## config.mk

```make
export PLATFORM = sky130hd
export DESIGN_NAME = usb_midi_event_and_sysex_request_decoder_top_flat
export DESIGN_NICKNAME = d
export VERILOG_FILES = /design/src/rtl/umidi_pkg.sv /design/src/rtl/umidi_if.sv /design/src/rtl/umidi_cfg_regs.sv /design/src/rtl/umidi_decode.sv /design/src/rtl/usb_midi_event_and_sysex_request_decoder_top.sv /design/src/flat_wrapper.sv
export VERILOG_INCLUDE_DIRS = /design/src /design/src/rtl
export SDC_FILE = /design/constraint.sdc
export NUM_CORES = 1
export LEC_CHECK = 0
export BUFFER_PORTS_ARGS = -buffer_cell sky130_fd_sc_hd__buf_4
export CAP_MARGIN = 15
export CORE_AREA = 3 3 157 144
export CTS_CLUSTER_DIAMETER = 80
export CTS_CLUSTER_SIZE = 10
export DETAILED_ROUTE_END_ITERATION = 10
export DIE_AREA = 0 0 160 147
export HOLD_SLACK_MARGIN = 0.02
export PLACE_DENSITY_LB_ADDON = 0.25
export REMOVE_ABC_BUFFERS = 1
export SETUP_SLACK_MARGIN = 0.3
export SLEW_MARGIN = 20
export SYNTH_ARGS = -nofsm -noshare
export SYNTH_HDL_FRONTEND = slang
export SYNTH_SLANG_ARGS = --single-unit
```

## constraint.sdc

```tcl
create_clock -name clk -period 24.6 [get_ports clk]
set_input_delay 7.38 -clock clk [delete_from_list [all_inputs] [get_ports clk]]
set_output_delay 7.38 -clock clk [all_outputs]
set_load 0.02 [all_outputs]
```

## src/rtl/usb_midi_event_and_sysex_request_decoder_top_macros.svh

```systemverilog
// assertion macros of the usb-midi decoder rtl
`ifndef USB_MIDI_EVENT_AND_SYSEX_REQUEST_DECODER_TOP_MACROS_SVH
`define USB_MIDI_EVENT_AND_SYSEX_REQUEST_DECODER_TOP_MACROS_SVH

// same-cycle implication, clocked on clk, off during reset
`define UMIDI_ASSERT_NOW(label, ante, cons, msg) \
	label: assert property (@(posedge clk) disable iff (!arst_n) (ante) |-> (cons)) \
		else $error(msg);

// next-cycle implication, clocked on clk, off during reset
`define UMIDI_ASSERT_NEXT(label, ante, cons, msg) \
	label: assert property (@(posedge clk) disable iff (!arst_n) (ante) |=> (cons)) \
		else $error(msg);

`endif

```

## src/rtl/umidi_pkg.sv

```systemverilog
// types and constants of the usb-midi event and sysex request decoder
package umidi_pkg;

	localparam int CFG_IDX_W  = 3;
	localparam int CFG_DATA_W = 7;
	localparam int HEAD_DEPTH = 5;
	localparam int MIN_MSG_BYTES = 6;

	localparam logic [7:0] SYX_START    = 8'hF0;
	localparam logic [7:0] SYX_END      = 8'hF7;
	localparam logic [7:0] HDR_SYX_CONT = 8'h04;
	localparam logic [7:0] HDR_SYX_END1 = 8'h05;
	localparam logic [7:0] HDR_SYX_END2 = 8'h06;
	localparam logic [7:0] HDR_SYX_END3 = 8'h07;
	localparam logic [3:0] STATUS_NOTE_OFF = 4'h8;
	localparam logic [3:0] STATUS_NOTE_ON  = 4'h9;

	typedef enum logic [CFG_IDX_W-1:0] {
		REG_MAKER_ID        = 3'd0,
		REG_SUB_ID          = 3'd1,
		REG_REQUEST_CODE    = 3'd2,
		REG_FIRST_BLOCK_ID  = 3'd3,
		REG_SECOND_BLOCK_ID = 3'd4
	} cfg_idx_t;

	typedef enum logic [1:0] {
		KIND_NOTE_ON    = 2'd0,
		KIND_NOTE_OFF   = 2'd1,
		KIND_BLOCK1_REQ = 2'd2,
		KIND_BLOCK2_REQ = 2'd3
	} kind_t;

	typedef struct packed {
		logic [CFG_DATA_W-1:0] maker_id;
		logic [CFG_DATA_W-1:0] sub_id;
		logic [CFG_DATA_W-1:0] request_code;
		logic [CFG_DATA_W-1:0] first_block_id;
		logic [CFG_DATA_W-1:0] second_block_id;
	} cfg_t;

	typedef struct packed {
		logic [7:0] packet_header;
		logic [7:0] data_byte_a;
		logic [7:0] data_byte_b;
		logic [7:0] data_byte_c;
	} pkt_t;

	typedef struct packed {
		kind_t      event_kind;
		logic [7:0] note_number;
		logic [7:0] note_velocity;
	} evt_t;

endpackage

```

## src/rtl/umidi_if.sv

```systemverilog
// valid/ready channels for usb-midi packets and decoded events
interface umidi_pkt_if;
	logic       valid;
	logic       ready;
	logic [7:0] packet_header;
	logic [7:0] data_byte_a;
	logic [7:0] data_byte_b;
	logic [7:0] data_byte_c;

	modport source (output valid, packet_header, data_byte_a, data_byte_b, data_byte_c,
		input ready);
	modport sink (input valid, packet_header, data_byte_a, data_byte_b, data_byte_c,
		output ready);
endinterface

interface umidi_evt_if;
	logic       valid;
	logic       ready;
	logic [1:0] event_kind;
	logic [7:0] note_number;
	logic [7:0] note_velocity;

	modport source (output valid, event_kind, note_number, note_velocity, input ready);
	modport sink (input valid, event_kind, note_number, note_velocity, output ready);
endinterface

```

## src/rtl/umidi_cfg_regs.sv

```systemverilog
// configuration register bank of the usb-midi decoder
module umidi_cfg_regs (
	input  logic                           clk,
	input  logic                           arst_n,
	input  logic                           we,
	input  logic [umidi_pkg::CFG_IDX_W-1:0]  index,
	input  logic [umidi_pkg::CFG_DATA_W-1:0] data,
	output umidi_pkg::cfg_t                cfg
);
	import umidi_pkg::*;

	cfg_t cfg_q;

	always_ff @(posedge clk or negedge arst_n) begin
		if (!arst_n) begin
			cfg_q.maker_id        <= 7'd125;
			cfg_q.sub_id          <= 7'd0;
			cfg_q.request_code    <= 7'd0;
			cfg_q.first_block_id  <= 7'd1;
			cfg_q.second_block_id <= 7'd2;
		end else if (we) begin
			case (cfg_idx_t'(index))
				REG_MAKER_ID:        cfg_q.maker_id        <= data;
				REG_SUB_ID:          cfg_q.sub_id          <= data;
				REG_REQUEST_CODE:    cfg_q.request_code    <= data;
				REG_FIRST_BLOCK_ID:  cfg_q.first_block_id  <= data;
				REG_SECOND_BLOCK_ID: cfg_q.second_block_id <= data;
				default: ;
			endcase
		end
	end

	assign cfg = cfg_q;

endmodule

```

## src/rtl/umidi_decode.sv

```systemverilog
// sysex collection state and combinational packet decode
module umidi_decode #(
	parameter int BUFFER_BYTES = 64
) (
	input  logic            clk,
	input  logic            arst_n,
	input  umidi_pkg::cfg_t cfg,
	input  umidi_pkg::pkt_t pkt,
	input  logic            take,
	output logic            hit,
	output umidi_pkg::evt_t evt
);
	import umidi_pkg::*;

	localparam int CntW = $clog2(BUFFER_BYTES + 1);
	localparam logic [CntW:0] BufLim = (CntW + 1)'(BUFFER_BYTES);
	localparam logic [CntW:0] MinLen = (CntW + 1)'(MIN_MSG_BYTES);

	logic            sysex_open_q;
	logic [CntW-1:0] sysex_count_q;
	logic [7:0]      head_q [HEAD_DEPTH];

	logic            start;
	logic            open_eff;
	logic [CntW:0]   cnt_base;
	logic            room2;
	logic            room3;
	logic [1:0]      push_n;
	logic [7:0]      push_byte [3];
	logic            ended;
	logic            open_nx;
	logic [CntW:0]   cnt_sum;
	logic [CntW:0]   cnt_nx;
	logic [7:0]      head_nx [HEAD_DEPTH];
	logic            lead_start;
	logic [7:0]      m_maker;
	logic [7:0]      m_sub;
	logic [7:0]      m_block;
	logic [7:0]      m_type;
	logic            msg_ok;

	always_comb begin
		start    = (pkt.packet_header == HDR_SYX_CONT) && (pkt.data_byte_a == SYX_START);
		open_eff = start || sysex_open_q;
		cnt_base = start ? '0 : {1'b0, sysex_count_q};
		room2    = (cnt_base + (CntW + 1)'(2)) < BufLim;
		room3    = (cnt_base + (CntW + 1)'(3)) < BufLim;

		push_n       = 2'd0;
		push_byte[0] = pkt.data_byte_a;
		push_byte[1] = pkt.data_byte_b;
		push_byte[2] = pkt.data_byte_c;
		ended        = 1'b0;
		open_nx      = sysex_open_q;
		case (pkt.packet_header)
			HDR_SYX_CONT: begin
				open_nx = open_eff;
				if (open_eff && room3) push_n = 2'd3;
			end
			HDR_SYX_END1: begin
				if (sysex_open_q && pkt.data_byte_a == SYX_END) begin
					push_byte[0] = SYX_END;
					push_n = 2'd1;
					ended  = 1'b1;
				end
			end
			HDR_SYX_END2: begin
				if (sysex_open_q && room2) begin
					push_n = 2'd2;
					ended  = 1'b1;
				end
			end
			HDR_SYX_END3: begin
				if (sysex_open_q && room3) begin
					push_n = 2'd3;
					ended  = 1'b1;
				end
			end
			default: ;
		endcase
		if (ended) open_nx = 1'b0;

		// only the single end byte can reach the limit, so clamp there
		cnt_sum = cnt_base + (CntW + 1)'(push_n);
		cnt_nx  = (cnt_sum > BufLim) ? BufLim : cnt_sum;

		for (int i = 0; i < HEAD_DEPTH; i++) begin
			head_nx[i] = head_q[i];
			for (int j = 0; j < 3; j++) begin
				if ((2'(j) < push_n) && ((cnt_base + (CntW + 1)'(j)) == (CntW + 1)'(i)))
					head_nx[i] = push_byte[j];
			end
		end

		// skip a leading start byte before the id fields
		lead_start = (head_nx[0] == SYX_START);
		m_maker = lead_start ? head_nx[1] : head_nx[0];
		m_sub   = lead_start ? head_nx[2] : head_nx[1];
		m_block = lead_start ? head_nx[3] : head_nx[2];
		m_type  = lead_start ? head_nx[4] : head_nx[3];
		msg_ok  = ended && (cnt_nx >= MinLen)
			&& (m_maker == {1'b0, cfg.maker_id})
			&& (m_sub == {1'b0, cfg.sub_id})
			&& (m_type == {1'b0, cfg.request_code});

		hit               = 1'b0;
		evt.event_kind    = KIND_NOTE_ON;
		evt.note_number   = 8'd0;
		evt.note_velocity = 8'd0;
		case (pkt.packet_header)
			HDR_SYX_CONT, HDR_SYX_END1, HDR_SYX_END2, HDR_SYX_END3: begin
				if (msg_ok && m_block == {1'b0, cfg.first_block_id}) begin
					hit = 1'b1;
					evt.event_kind = KIND_BLOCK1_REQ;
				end else if (msg_ok && m_block == {1'b0, cfg.second_block_id}) begin
					hit = 1'b1;
					evt.event_kind = KIND_BLOCK2_REQ;
				end
			end
			default: begin
				if (pkt.data_byte_a[7:4] == STATUS_NOTE_ON) begin
					hit               = 1'b1;
					evt.event_kind    = (pkt.data_byte_c != 8'd0) ? KIND_NOTE_ON : KIND_NOTE_OFF;
					evt.note_number   = pkt.data_byte_b;
					evt.note_velocity = pkt.data_byte_c;
				end else if (pkt.data_byte_a[7:4] == STATUS_NOTE_OFF) begin
					hit             = 1'b1;
					evt.event_kind  = KIND_NOTE_OFF;
					evt.note_number = pkt.data_byte_b;
				end
			end
		endcase
	end

	always_ff @(posedge clk or negedge arst_n) begin
		if (!arst_n) begin
			sysex_open_q  <= 1'b0;
			sysex_count_q <= '0;
		end else if (take) begin
			sysex_open_q  <= open_nx;
			sysex_count_q <= cnt_nx[CntW-1:0];
		end
	end

	always_ff @(posedge clk) begin
		if (take) begin
			for (int i = 0; i < HEAD_DEPTH; i++) head_q[i] <= head_nx[i];
		end
	end

endmodule

```

## src/rtl/usb_midi_event_and_sysex_request_decoder_top.sv

```systemverilog
// Decodes one four-byte usb-midi event packet per cycle into note on/off events and
// sysex block one/two request events. A packet is taken into an input register, decoded
// and folded into the sysex state in one pass, and its event, if any, lands in a result
// register when the input register advances; packets with no event are simply consumed.
// Sustained rate is one packet per clock, set by the single decode stage; the input side
// keeps accepting while a finished event waits, and stalls only when a new event meets a
// full result register. Configuration is written through cfg_we/cfg_index/cfg_data.
`include "usb_midi_event_and_sysex_request_decoder_top_macros.svh"

module usb_midi_event_and_sysex_request_decoder_top #(
	parameter int BUFFER_BYTES = 64
) (
	input  logic                            clk,
	input  logic                            arst_n,
	umidi_pkt_if.sink                       pkt,
	umidi_evt_if.source                     evt,
	input  logic                            cfg_we,
	input  logic [umidi_pkg::CFG_IDX_W-1:0]  cfg_index,
	input  logic [umidi_pkg::CFG_DATA_W-1:0] cfg_data
);
	import umidi_pkg::*;

	cfg_t cfg;
	logic valid_s1;
	pkt_t pkt_s1;
	logic hit;
	evt_t evt_nx;
	logic advance;
	logic evt_valid_q;
	evt_t evt_q;

	umidi_cfg_regs u_cfg (
		.clk    (clk),
		.arst_n (arst_n),
		.we     (cfg_we),
		.index  (cfg_index),
		.data   (cfg_data),
		.cfg    (cfg)
	);

	umidi_decode #(.BUFFER_BYTES(BUFFER_BYTES)) u_decode (
		.clk    (clk),
		.arst_n (arst_n),
		.cfg    (cfg),
		.pkt    (pkt_s1),
		.take   (advance),
		.hit    (hit),
		.evt    (evt_nx)
	);

	// an item with no event never waits on the result register
	assign advance   = valid_s1 && (!hit || !evt_valid_q || evt.ready);
	assign pkt.ready = !valid_s1 || advance;

	always_ff @(posedge clk or negedge arst_n) begin
		if (!arst_n) begin
			valid_s1 <= 1'b0;
		end else if (pkt.valid && pkt.ready) begin
			valid_s1 <= 1'b1;
		end else if (advance) begin
			valid_s1 <= 1'b0;
		end
	end

	always_ff @(posedge clk) begin
		if (pkt.valid && pkt.ready) begin
			pkt_s1.packet_header <= pkt.packet_header;
			pkt_s1.data_byte_a   <= pkt.data_byte_a;
			pkt_s1.data_byte_b   <= pkt.data_byte_b;
			pkt_s1.data_byte_c   <= pkt.data_byte_c;
		end
	end

	always_ff @(posedge clk or negedge arst_n) begin
		if (!arst_n) begin
			evt_valid_q <= 1'b0;
		end else if (advance && hit) begin
			evt_valid_q <= 1'b1;
		end else if (evt.ready) begin
			evt_valid_q <= 1'b0;
		end
	end

	always_ff @(posedge clk) begin
		if (advance && hit) evt_q <= evt_nx;
	end

	assign evt.valid         = evt_valid_q;
	assign evt.event_kind    = evt_q.event_kind;
	assign evt.note_number   = evt_q.note_number;
	assign evt.note_velocity = evt_q.note_velocity;

	`UMIDI_ASSERT_NOW(a_req_no_note, evt.valid && (evt.event_kind == KIND_BLOCK1_REQ || evt.event_kind == KIND_BLOCK2_REQ), evt.note_number == 8'd0 && evt.note_velocity == 8'd0, "request item carries note data")
	`UMIDI_ASSERT_NOW(a_off_no_vel, evt.valid && evt.event_kind == KIND_NOTE_OFF, evt.note_velocity == 8'd0, "note off item carries velocity")
	`UMIDI_ASSERT_NEXT(a_accept_loads, pkt.valid && pkt.ready, valid_s1, "accepted item not in input register")
	`UMIDI_ASSERT_NEXT(a_stall_holds, valid_s1 && !advance, valid_s1 && $stable(pkt_s1), "stalled input register changed")

endmodule
```

## src/flat_wrapper.sv

```systemverilog
// flat-port wrapper written by rule: the top's interface ports become plain ports
module usb_midi_event_and_sysex_request_decoder_top_flat import umidi_pkg::*;
#(
	parameter int BUFFER_BYTES = 64
)
  (clk, arst_n, cfg_we, cfg_index, cfg_data, pkt_valid, pkt_packet_header, pkt_data_byte_a, pkt_data_byte_b, pkt_data_byte_c, pkt_ready, evt_valid, evt_event_kind, evt_note_number, evt_note_velocity, evt_ready);
  umidi_pkt_if pkt_i ();
  umidi_evt_if evt_i ();
  input  logic clk;
  input  logic arst_n;
  input  logic cfg_we;
  input  logic [umidi_pkg::CFG_IDX_W-1:0] cfg_index;
  input  logic [umidi_pkg::CFG_DATA_W-1:0] cfg_data;
  input wire logic [$bits(pkt_i.valid)-1:0] pkt_valid;
  input wire logic [$bits(pkt_i.packet_header)-1:0] pkt_packet_header;
  input wire logic [$bits(pkt_i.data_byte_a)-1:0] pkt_data_byte_a;
  input wire logic [$bits(pkt_i.data_byte_b)-1:0] pkt_data_byte_b;
  input wire logic [$bits(pkt_i.data_byte_c)-1:0] pkt_data_byte_c;
  output wire logic [$bits(pkt_i.ready)-1:0] pkt_ready;
  output wire logic [$bits(evt_i.valid)-1:0] evt_valid;
  output wire logic [$bits(evt_i.event_kind)-1:0] evt_event_kind;
  output wire logic [$bits(evt_i.note_number)-1:0] evt_note_number;
  output wire logic [$bits(evt_i.note_velocity)-1:0] evt_note_velocity;
  input wire logic [$bits(evt_i.ready)-1:0] evt_ready;
  assign pkt_i.valid = pkt_valid;
  assign pkt_i.packet_header = pkt_packet_header;
  assign pkt_i.data_byte_a = pkt_data_byte_a;
  assign pkt_i.data_byte_b = pkt_data_byte_b;
  assign pkt_i.data_byte_c = pkt_data_byte_c;
  assign pkt_ready = pkt_i.ready;
  assign evt_valid = evt_i.valid;
  assign evt_event_kind = evt_i.event_kind;
  assign evt_note_number = evt_i.note_number;
  assign evt_note_velocity = evt_i.note_velocity;
  assign evt_i.ready = evt_ready;
  usb_midi_event_and_sysex_request_decoder_top #(.BUFFER_BYTES(BUFFER_BYTES)) u_core (.clk(clk), .arst_n(arst_n), .pkt(pkt_i), .evt(evt_i), .cfg_we(cfg_we), .cfg_index(cfg_index), .cfg_data(cfg_data));
endmodule
```

==> results.json, run 1 <==
{
  "fin_skew_ps": 7.65,
  "critPathKind": "primary input to output pin",
  "multi_input_area_mm2": 0.00423,
  "synthMostInstantiatedCell": "edfxtp_1",
  "dpl.cell_count": 1111,
  "p_leak_nw": 3.84,
  "fin_cells": 1143,
  "yosysUniqueCellTypes": 93,
  "vias_per_cell": 5.91,
  "yosys_warnings": 0,
  "seq_area_mm2": 0.00384,
  "drt_iter0_drc": 809,
  "ctsRootBufferMaster": "clkbuf_16",
  "cts-resized-gates": 0,
  "rsz0062_at_grt": "false",
  "die-area_mm2": 0.0235,
  "grt_pass1_vias": 6601,
  "synth_area_leaders": "edfxtp_1 (32%), dfrtp_1 (11%), mux2_2 (4.6%)",
  "synth.avg_cell_area_um2": 10.6,
  "tns_ps": 0,
  "post-route-drc-count": 0,
  "grt_usage": 0.214,
  "rows": 50,
  "slew_violations": 0,
  "hold_viol": 0,
  "synth-seq-cells": 135,
  "cts_tree": "yes",
  "finish.net_count": 896,
  "maxCapViolations": 0,
  "cp-start-kind": "primary input",
  "syn_to_final_growth_pct": 16.9,
  "clockBufferDepth": 2,
  "synth-async-reset-ratio": 0.333,
  "critPathMaxStageDelay_ps": 390,
  "port-buffer-count": 66,
  "h-tree-depth": 4,
  "initial_utilization": 0.401,
  "clk_latency_ps": 430,
  "hold_buffers": 0,
  "cp_num_buf_inv": 2,
  "timing.slew.headroom": 0.290,
  "dpl.hpwl_um": 17600,
  "die_x_um": 160,
  "worstPathRequired_ps": 17220,
  "worst_path_most_repeated_cell": "buf_4",
  "end_kind": "output pin",
  "synth_top_area_frac": 0.323,
  "cts.sinks": 135,
  "synth_area_mm2": 0.00837,
  "max_clock_freq_mhz": 64.1,
  "gp_congestion": 0.919,
  "grt_max_degree": 56,
  "wirelength_um": 24700,
  "setup_viol": 0,
  "post_cts_buffers": 0,
  "synth-edff-count": 90,
  "dr_total_vias": 6753,
  "fin_crit_sh": 0.634,
  "status": "complete, no violations",
  "coreArea_mm2": 0.0209,
  "grt_pass1_wl_um": 38700,
  "netlist_instances": 788,
  "antenna_found_initial": 0,
  "finalCriticalPeriod_ps": 15610,
  "numCtsBuffers": 17,
  "critPathTopFamily": "simple AND/OR/NAND/NOR gates",
  "path_max_fanout": 4,
  "detail-route-antenna-nets": 0,
  "grt_overflow": 0,
  "drive_gt1_frac": 0.221,
  "critical_path_arrival_ps": 8230,
  "synthTopCellsByCount": "edfxtp_1 (90), nand2_1 (48), nor2_1 (42), inv_1 (38)",
  "routedWlPerCell_um": 21.6,
  "yosysTopAreaCell": "edfxtp_1",
  "dr.pass1.iters": 5,
  "slowest_stage": "nor2b_1",
  "clkSlewWorstSetupHoldPaths_ps": 60,
  "nFillCells": 2030,
  "worstPathCellList": "buf_4 > nor2b_1 > nand3_1 > buf_4",
  "pin_count": 67,
  "hold_slack_ps": 535,
  "synthFlopType": "edfxtp_1",
  "p_per_area_mw_per_mm2": 70.3,
  "antenna_cells": 0,
  "max_slew.worst_pin.slew_ps": 1060,
  "ys_seq_area_frac": 0.459,
  "die_h_um": 147,
  "irDropWorstVdd_uv": 47.3,
  "hp-class": "register to register"
}
[cell families (layout without fill, tap and decap cells)]
family          Yosys count  in the layout  synth area share
simple gates            263            263             0.181
fa+ha+maj                 5              5           0.00837
buf+inv                  77            146            0.0414
compound gates          204            204             0.186
xor+xnor                 32             32            0.0335
flops                   135            135             0.459
mux                      72             72            0.0913
[power by group]
| part | switching [mW] | internal [mW] |
|---|---|---|
| Sequential | 0.0238 | 0.274 |
| Clock | 0.105 | 0.181 |
| Combinational | 0.0547 | 0.0505 |
[per-layer routing]
layer  part of all wire  GRT usage  routed length, um  up-vias
met1               0.46      0.309              11400     3252
met4              0.024     0.0759                597        0
met2               0.42      0.306              10500      308
met5                  0          0                  0        -
li1                   -          -                  -     3141
met3              0.090     0.0601               2230       52
[metrics by stage]
stage / worst slack (ps) / utilization / power [mW] / instance area [um2]
CTS: 8990 / 0.468 / 0.691 / 9790
global route: 8810 / 0.468 / 0.717 / 9790
finish: 8990 / 0.468 / 0.688 / 9790
detailed placement: 9000 / 0.437 / 0.406 / 9140
floorplan: 9400 / - / 0.367 / 8170
global placement: 9020 / 0.437 / 0.403 / 9140
[placed cells by master (no fill, tap or decap), types with 8 or more instances in the layout]
cell / netlist / final
nand2_1: 48 / 48
dfrtp_1: 37 / 37
o21ai_0: 34 / 34
xnor2_1: 22 / 22
xor2_1: 10 / 10
dfstp_2: 8 / 8
a21oi_1: 25 / 25
mux2_2: 34 / 34
and3_1: 15 / 15
nor3_1: 17 / 17
nor4_1: 11 / 11
nand4_1: 14 / 14
a22o_1: 8 / 8
nand3_1: 31 / 31
edfxtp_1: 90 / 90
mux2i_1: 37 / 37
a211oi_1: 14 / 14
o211ai_1: 11 / 11
nor2_1: 42 / 42
a21o_1: 15 / 15
a211o_1: 12 / 12
inv_1: 38 / 38
clkbuf_16: 0 / 17
buf_4: 1 / 75
and2_1: 16 / 16
or3_1: 13 / 13
[cell type report]
type                    count  share of cell area
clock inverters            15              0.0229
inverters                  39              0.0150
clock buffers              17              0.0435
repair buffers             75              0.0575
multi-input cells         576               0.432
well taps                 286              0.0366
flip-flops and latches    135               0.392
[flip-flops by register name (all words and copies together), names as in the netlist]
name and flops:
u_core.u_cfg.cfg 35, u_core.u_decode.sysex_open_q 1, u_core.evt.note_number 8, u_core.evt.valid 1, u_core.evt.note_velocity 8, u_core.u_decode.head_q 40
u_core.evt.event_kind 2, u_core.valid_s1 1, u_core.u_decode.sysex_count_q 7, u_core.pkt_s1 32
[worst paths after layout]
kind	startpoint	endpoint	slack, ps	cells past startpoint
max	evt_ready	pkt_ready	8990	4
min	u_core.u_cfg.cfg[13]	u_core.u_cfg.cfg[13]	540	1
max reg2reg	u_core.pkt_s1[20]	u_core.evt.valid	16510	27
min reg2reg	u_core.u_cfg.cfg[13]	u_core.u_cfg.cfg[13]	540	1
max in group asynchronous	arst_n	u_core.evt.valid	17170	1
min in group asynchronous	arst_n	u_core.u_decode.sysex_count_q[2]	6970	1
Power figures use the tool's default switching activity.
==> run 2: changes to the inputs <==
- clock period: 24.6 -> 14.3 ns (I/O delays scaled with it)
==> run 2 against run 1 <==
Against the previous run:
- die area unchanged
- routed wire length grew 3.0%
- hold slack got worse by 5.2 ps
- clock power is 50% higher
- sequential share of layout area increased by 0.25 points
- final cell count grew 0.17%
- setup slack worse by 6800 ps
- clock skew increased by 1.6 ps
- sequential power up 72%
- critical path depth increased by 22
- first-iteration DRC count up 1.2%
- utilization fell by 0.29 points
==> results.json, run 2 (same netlist as run 1, synthesis figures left out) <==
{
  "status": "complete, no violations",
  "grt_pass1_vias": 6331,
  "largest_register_ff_count": 40,
  "finish.net_count": 898,
  "wirelength_um": 25500,
  "finalCriticalPeriod_ps": 12160,
  "total_power_mw": 1.12,
  "clockBufferDepth": 2,
  "port-buffer-count": 66,
  "cts-resized-gates": 0,
  "initial_utilization": 0.401,
  "cts.sinks": 135,
  "rr_worst_depth": 27,
  "holdPathEnd": "u_core.u_cfg.cfg[13]",
  "rsz0062_at_grt": "false",
  "layout_common_cells": "edfxtp_1 (90), buf_4 (77), nand2_1 (48)",
  "antenna_found_initial": 0,
  "regToRegStartpoint": "u_core.pkt_s1[20]",
  "grt_pass1_wl_um": 38600,
  "clk_latency_ps": 430,
  "die-area_mm2": 0.0235,
  "die_x_um": 160,
  "regMostFlops": "u_core.u_decode.head_q",
  "topRoutingLayerUsed": "met4",
  "gp_congestion": 0.924,
  "end_kind": "output pin",
  "slew_violations": 0,
  "final_common_cell": "edfxtp_1",
  "wl_met1_um": 12200,
  "drive_gt1_frac": 0.224,
  "cp-start-kind": "register",
  "timing.slew.headroom": 0.275,
  "irDropWorstVdd_uv": 64.3,
  "die_h_um": 147,
  "tns_ps": 0,
  "rows": 50,
  "startpoint": "u_core.pkt_s1[20]",
  "p_leak_nw": 3.81,
  "cts_tree": "yes",
  "detail-route-antenna-nets": 0,
  "fin_util": 0.466,
  "ctsRootBufferMaster": "clkbuf_16",
  "max_slew.worst_pin.slew_ps": 1080,
  "syn_to_final_growth_pct": 16.2,
  "clkSlewWorstSetupHoldPaths_ps": 70,
  "antenna_cells": 0,
  "critPathTopFamily": "simple AND/OR/NAND/NOR gates",
  "dr.pass1.iters": 5,
  "dr_total_vias": 6849,
  "hold_viol": 0,
  "grt_overflow": 0,
  "grt_usage": 0.214,
  "wl_met3_um": 2160,
  "h-tree-depth": 4,
  "hold_slack_ps": 530,
  "hold-path-cell-count": 1,
  "cp_num_buf_inv": 3,
  "met2WireLength_um": 10800,
  "worstPathRequired_ps": 10010,
  "slowest_stage": "edfxtp_1",
  "r2r_slack_ps": 6230,
  "placed_area_mm2": 0.00915,
  "post_cts_buffers": 0,
  "fin_area_mm2": 0.00973,
  "max_clock_freq_mhz": 82.3,
  "rr_endpoint": "u_core.evt.valid",
  "fin_skew_ps": 9.27,
  "setup_viol": 0,
  "critPathMaxStageDelay_ps": 720,
  "hold_buffers": 0,
  "fin_crit_sh": 0.850,
  "pin_count": 67,
  "drt_iter0_drc": 819,
  "post-route-drc-count": 0,
  "grt_max_degree": 56,
  "critPathKind": "register to output pin",
  "numCtsBuffers": 17,
  "hp-start": "u_core.u_cfg.cfg[13]",
  "hp-class": "register to register",
  "p_per_area_mw_per_mm2": 115,
  "dpl.hpwl_um": 18500,
  "critical_path_arrival_ps": 7870,
  "routedWlPerCell_um": 22.3,
  "maxCapViolations": 0,
  "vias_per_cell": 5.98,
  "coreArea_mm2": 0.0209,
  "path_max_fanout": 15
}
-- run 2: changes by cell type in the layout (fill, tap and decap cells not counted), sizes merged --
cell	change
clkinvlp	+1
bufinv	-4
clkinv	-1
buf	+2
inv	+3
clkbuf	+1
-- run 2: how the worst max path moves through the flow --
| stage | end | slack, ps | cells after the start |
|---|---|---|---|
| 6_report | pkt_ready | 2140 | 26 |
| 4_1_cts | pkt_ready | 2330 | 26 |
| 5_1_grt | pkt_ready | 1620 | 26 |
| 3_3_place_gp | pkt_ready | 2960 | 26 |
| 3_5_place_dp | pkt_ready | 2810 | 26 |
| 2_1_floorplan | pkt_ready | 4050 | 19 |
-- run 2: final cells by class --
cell class / count / area (um2)
clock buffer: 18 / 429
clock inverter: 14 / 139
fill: 1993 / 11200
inverter: 39 / 146
multi-input combinational: 576 / 4240
sequential: 135 / 3840
tap: 286 / 358
timing repair buffer: 77 / 578
-- run 2: metrics by stage --
stage                     std cells  setup WS (ps)
after CTS                      1145           2330
after detailed placement       1113           2810
after global routing           1145           1620
after floorplan                 750           4050
after global placement         1113           2960
final                          1145           2140
-- run 2: layer usage --
metal	GRT usage	up-vias
li1	-	3149
met1	0.330	3364
met2	0.304	305
met3	0.0426	31
met5	0	-
met4	0.0586	0
-- run 2: report_power, final --
group,internal [mW],switching [mW]
clock network,0.244,0.184
logic,0.0874,0.0956
registers,0.471,0.0408
total,0.802,0.320
==> run 3: changes to the inputs <==
--- a/config.mk
+++ b/config.mk
@@ -10,3 +10,3 @@
 export CAP_MARGIN = 15
-export CORE_AREA = 3 3 157 144
+export CORE_AREA = 2 2 156 143
 export CTS_CLUSTER_DIAMETER = 80
@@ -14,3 +14,3 @@
 export DETAILED_ROUTE_END_ITERATION = 10
-export DIE_AREA = 0 0 160 147
+export DIE_AREA = 0 0 158 145
 export HOLD_SLACK_MARGIN = 0.02
==> constraint.sdc (replaced) <==
create_clock -name clk -period 14.3 [get_ports clk]
set_input_delay 2.86 -clock clk [delete_from_list [all_inputs] [get_ports clk]]
set_output_delay 2.86 -clock clk [all_outputs]
set_load 0.02 [all_outputs]
==> run 3 against run 2 <==
Against the previous run:
- final area is essentially flat
- setup slack better by 1500 ps
- global-route usage rose by 1.4 points
- via count is 0.58% lower
- routed wire length is 0.75% lower
- critical path depth did not move
- sequential share of layout area about the same
- fmax is 14% higher
- clock power is 0.9% lower
==> results.json, run 3 (same netlist as run 1, synthesis figures left out) <==
{
  "post-route-drc-count": 0,
  "die_x_um": 158,
  "routedWlPerCell_um": 22.0,
  "p_per_area_mw_per_mm2": 115,
  "grt_pass1_vias": 6490,
  "hold_slack_ps": 540,
  "grt_max_degree": 55,
  "die-area_mm2": 0.0229,
  "h-tree-depth": 4,
  "regMostFlops": "u_core.u_decode.head_q",
  "p_clk_frac": 0.378,
  "initial_utilization": 0.393,
  "dr.pass1.iters": 6,
  "dr_total_vias": 6809,
  "status": "complete, no violations",
  "hp-class": "register to register",
  "cts-resized-gates": 0,
  "fin_skew_ps": 10.9,
  "fin_crit_sh": 0.744,
  "syn_to_final_growth_pct": 16.1,
  "tns_ps": 0,
  "coreArea_mm2": 0.0213,
  "hold_buffers": 0,
  "critPathKind": "register to output pin",
  "dpl.hpwl_um": 18200,
  "drt_iter0_drc": 744,
  "vias_per_cell": 5.92,
  "path_max_fanout": 15,
  "detail-route-antenna-nets": 0,
  "cts_tree": "yes",
  "maxCapViolations": 0,
  "rr_worst_depth": 27,
  "rsz0062_at_grt": "false",
  "grt_overflow": 0,
  "final_common_cell": "edfxtp_1",
  "numCtsBuffers": 17,
  "max_slew.worst_pin.slew_ps": 998,
  "antenna_cells": 0,
  "p_switching_uw": 310,
  "cts.sinks": 135,
  "worstPathRequired_ps": 11440,
  "die_h_um": 145,
  "ctsRootBufferMaster": "clkbuf_16",
  "p_sw_frac": 0.277,
  "seqPwrFrac": 0.457,
  "max_clock_freq_mhz": 94.0,
  "clockBufferDepth": 2,
  "critical_path_arrival_ps": 7780,
  "startpoint": "u_core.pkt_s1[20]",
  "drive_gt1_frac": 0.222,
  "timing.slew.headroom": 0.332,
  "irDropWorstVdd_uv": 90.8,
  "pin_count": 67,
  "post_cts_buffers": 0,
  "grt_usage": 0.228,
  "clk_latency_ps": 430,
  "r2r_slack_ps": 6390,
  "regToRegStartpoint": "u_core.pkt_s1[20]",
  "rows": 51,
  "finish.net_count": 898,
  "grt_pass1_wl_um": 39300,
  "slew_violations": 0,
  "end_kind": "output pin",
  "critPathCapture": "pkt_ready",
  "clkSlewWorstSetupHoldPaths_ps": 60,
  "wirelength_um": 25300,
  "internal_power_uw": 808,
  "finalCriticalPeriod_ps": 10640,
  "rr_endpoint": "u_core.u_decode.sysex_count_q[5]",
  "setup_viol": 0,
  "antenna_found_initial": 0,
  "port-buffer-count": 66,
  "cp-start-kind": "register",
  "p_comb_frac": 0.164,
  "largest_register_ff_count": 40,
  "layout_common_cells": "edfxtp_1 (90), buf_4 (77), nand2_1 (48)",
  "hold_viol": 0,
  "p_leak_nw": 3.82,
  "gp_congestion": 0.939
}
## run 3: cell count changes in the layout (fill, tap and decap cells not counted)
cell / before / now
clkinv_2: 2 / 4
clkbuf_16: 17 / 18
inv_8: 2 / 0
inv_4: 0 / 5
clkinvlp_4: 2 / 0
inv_6: 5 / 0
clkbuf_1: 1 / 2
## run 3: cell type report
type,count,area [um2]
Fill cell,2051,11600
Multi-Input combinational cell,576,4240
Sequential cell,135,3840
Timing Repair Buffer,77,578
Clock buffer,20,458
Tap cell,291,364
Inverter,39,146
Clock inverter,12,98.8
## run 3: worst min-delay path by stage
stage                     slack (ps)                  from                   end  cells after the start
final                            540  u_core.u_cfg.cfg[33]  u_core.u_cfg.cfg[33]                      2
after global placement           520  u_core.u_cfg.cfg[22]  u_core.u_cfg.cfg[22]                      1
after global routing             560   u_core.u_cfg.cfg[9]   u_core.u_cfg.cfg[9]                      1
after floorplan                  490  u_core.u_cfg.cfg[25]  u_core.u_cfg.cfg[25]                      1
after CTS                        540  u_core.u_cfg.cfg[33]  u_core.u_cfg.cfg[33]                      2
after detailed placement         530   u_core.u_cfg.cfg[4]   u_core.u_cfg.cfg[4]                      1
## run 3: worst max-delay path: stages, from the launching register on
cell and delay (ps):
edfxtp_1 710, and4bb_1 350, nand4_1 370, nand2_1 350, inv_1 170, ha_1 260
a21oi_1 140, nand4_1 290, a211oi_4 490, or3_1 180, ha_1 180, inv_1 60
fa_1 480, nand3b_1 250, nor2_1 160, o21ai_0 80, nor2_1 320, o31a_1 240
and4_1 260, nand4b_1 130, a311oi_1 240, nor4b_1 380, o2111ai_1 270, a2111oi_4 450
or2_2 240, nand3_1 110, buf_4 190
## run 3: metrics by stage
step,setup WS (ps),total power [mW],utilization,area [um2],instances
6_report,3660,1.12,0.456,9720,1150
5_1_grt,3140,1.17,0.456,9720,1150
4_1_cts,3720,1.13,0.456,9720,1150
3_5_place_dp,4190,0.699,0.430,9160,1118
3_3_place_gp,4390,0.697,0.430,9160,1118
2_1_floorplan,5480,0.631,-,8170,750
## run 3: routing by layer
| layer | wire length, um | track usage |
|---|---|---|
| met5 | 0 | 0 |
| met4 | 505 | 0.0752 |
| met3 | 1780 | 0.0406 |
| met2 | 11000 | 0.334 |
| met1 | 12000 | 0.340 |
## run 3: power by group through the flow
stage	Sequential, mW	Clock (mW)	Combinational (mW)
floorplan	0.503	0	0.128
global placement	0.518	0	0.180
detailed placement	0.518	0	0.181
CTS	0.511	0.432	0.183
global route	0.517	0.448	0.201
finish	0.511	0.423	0.184
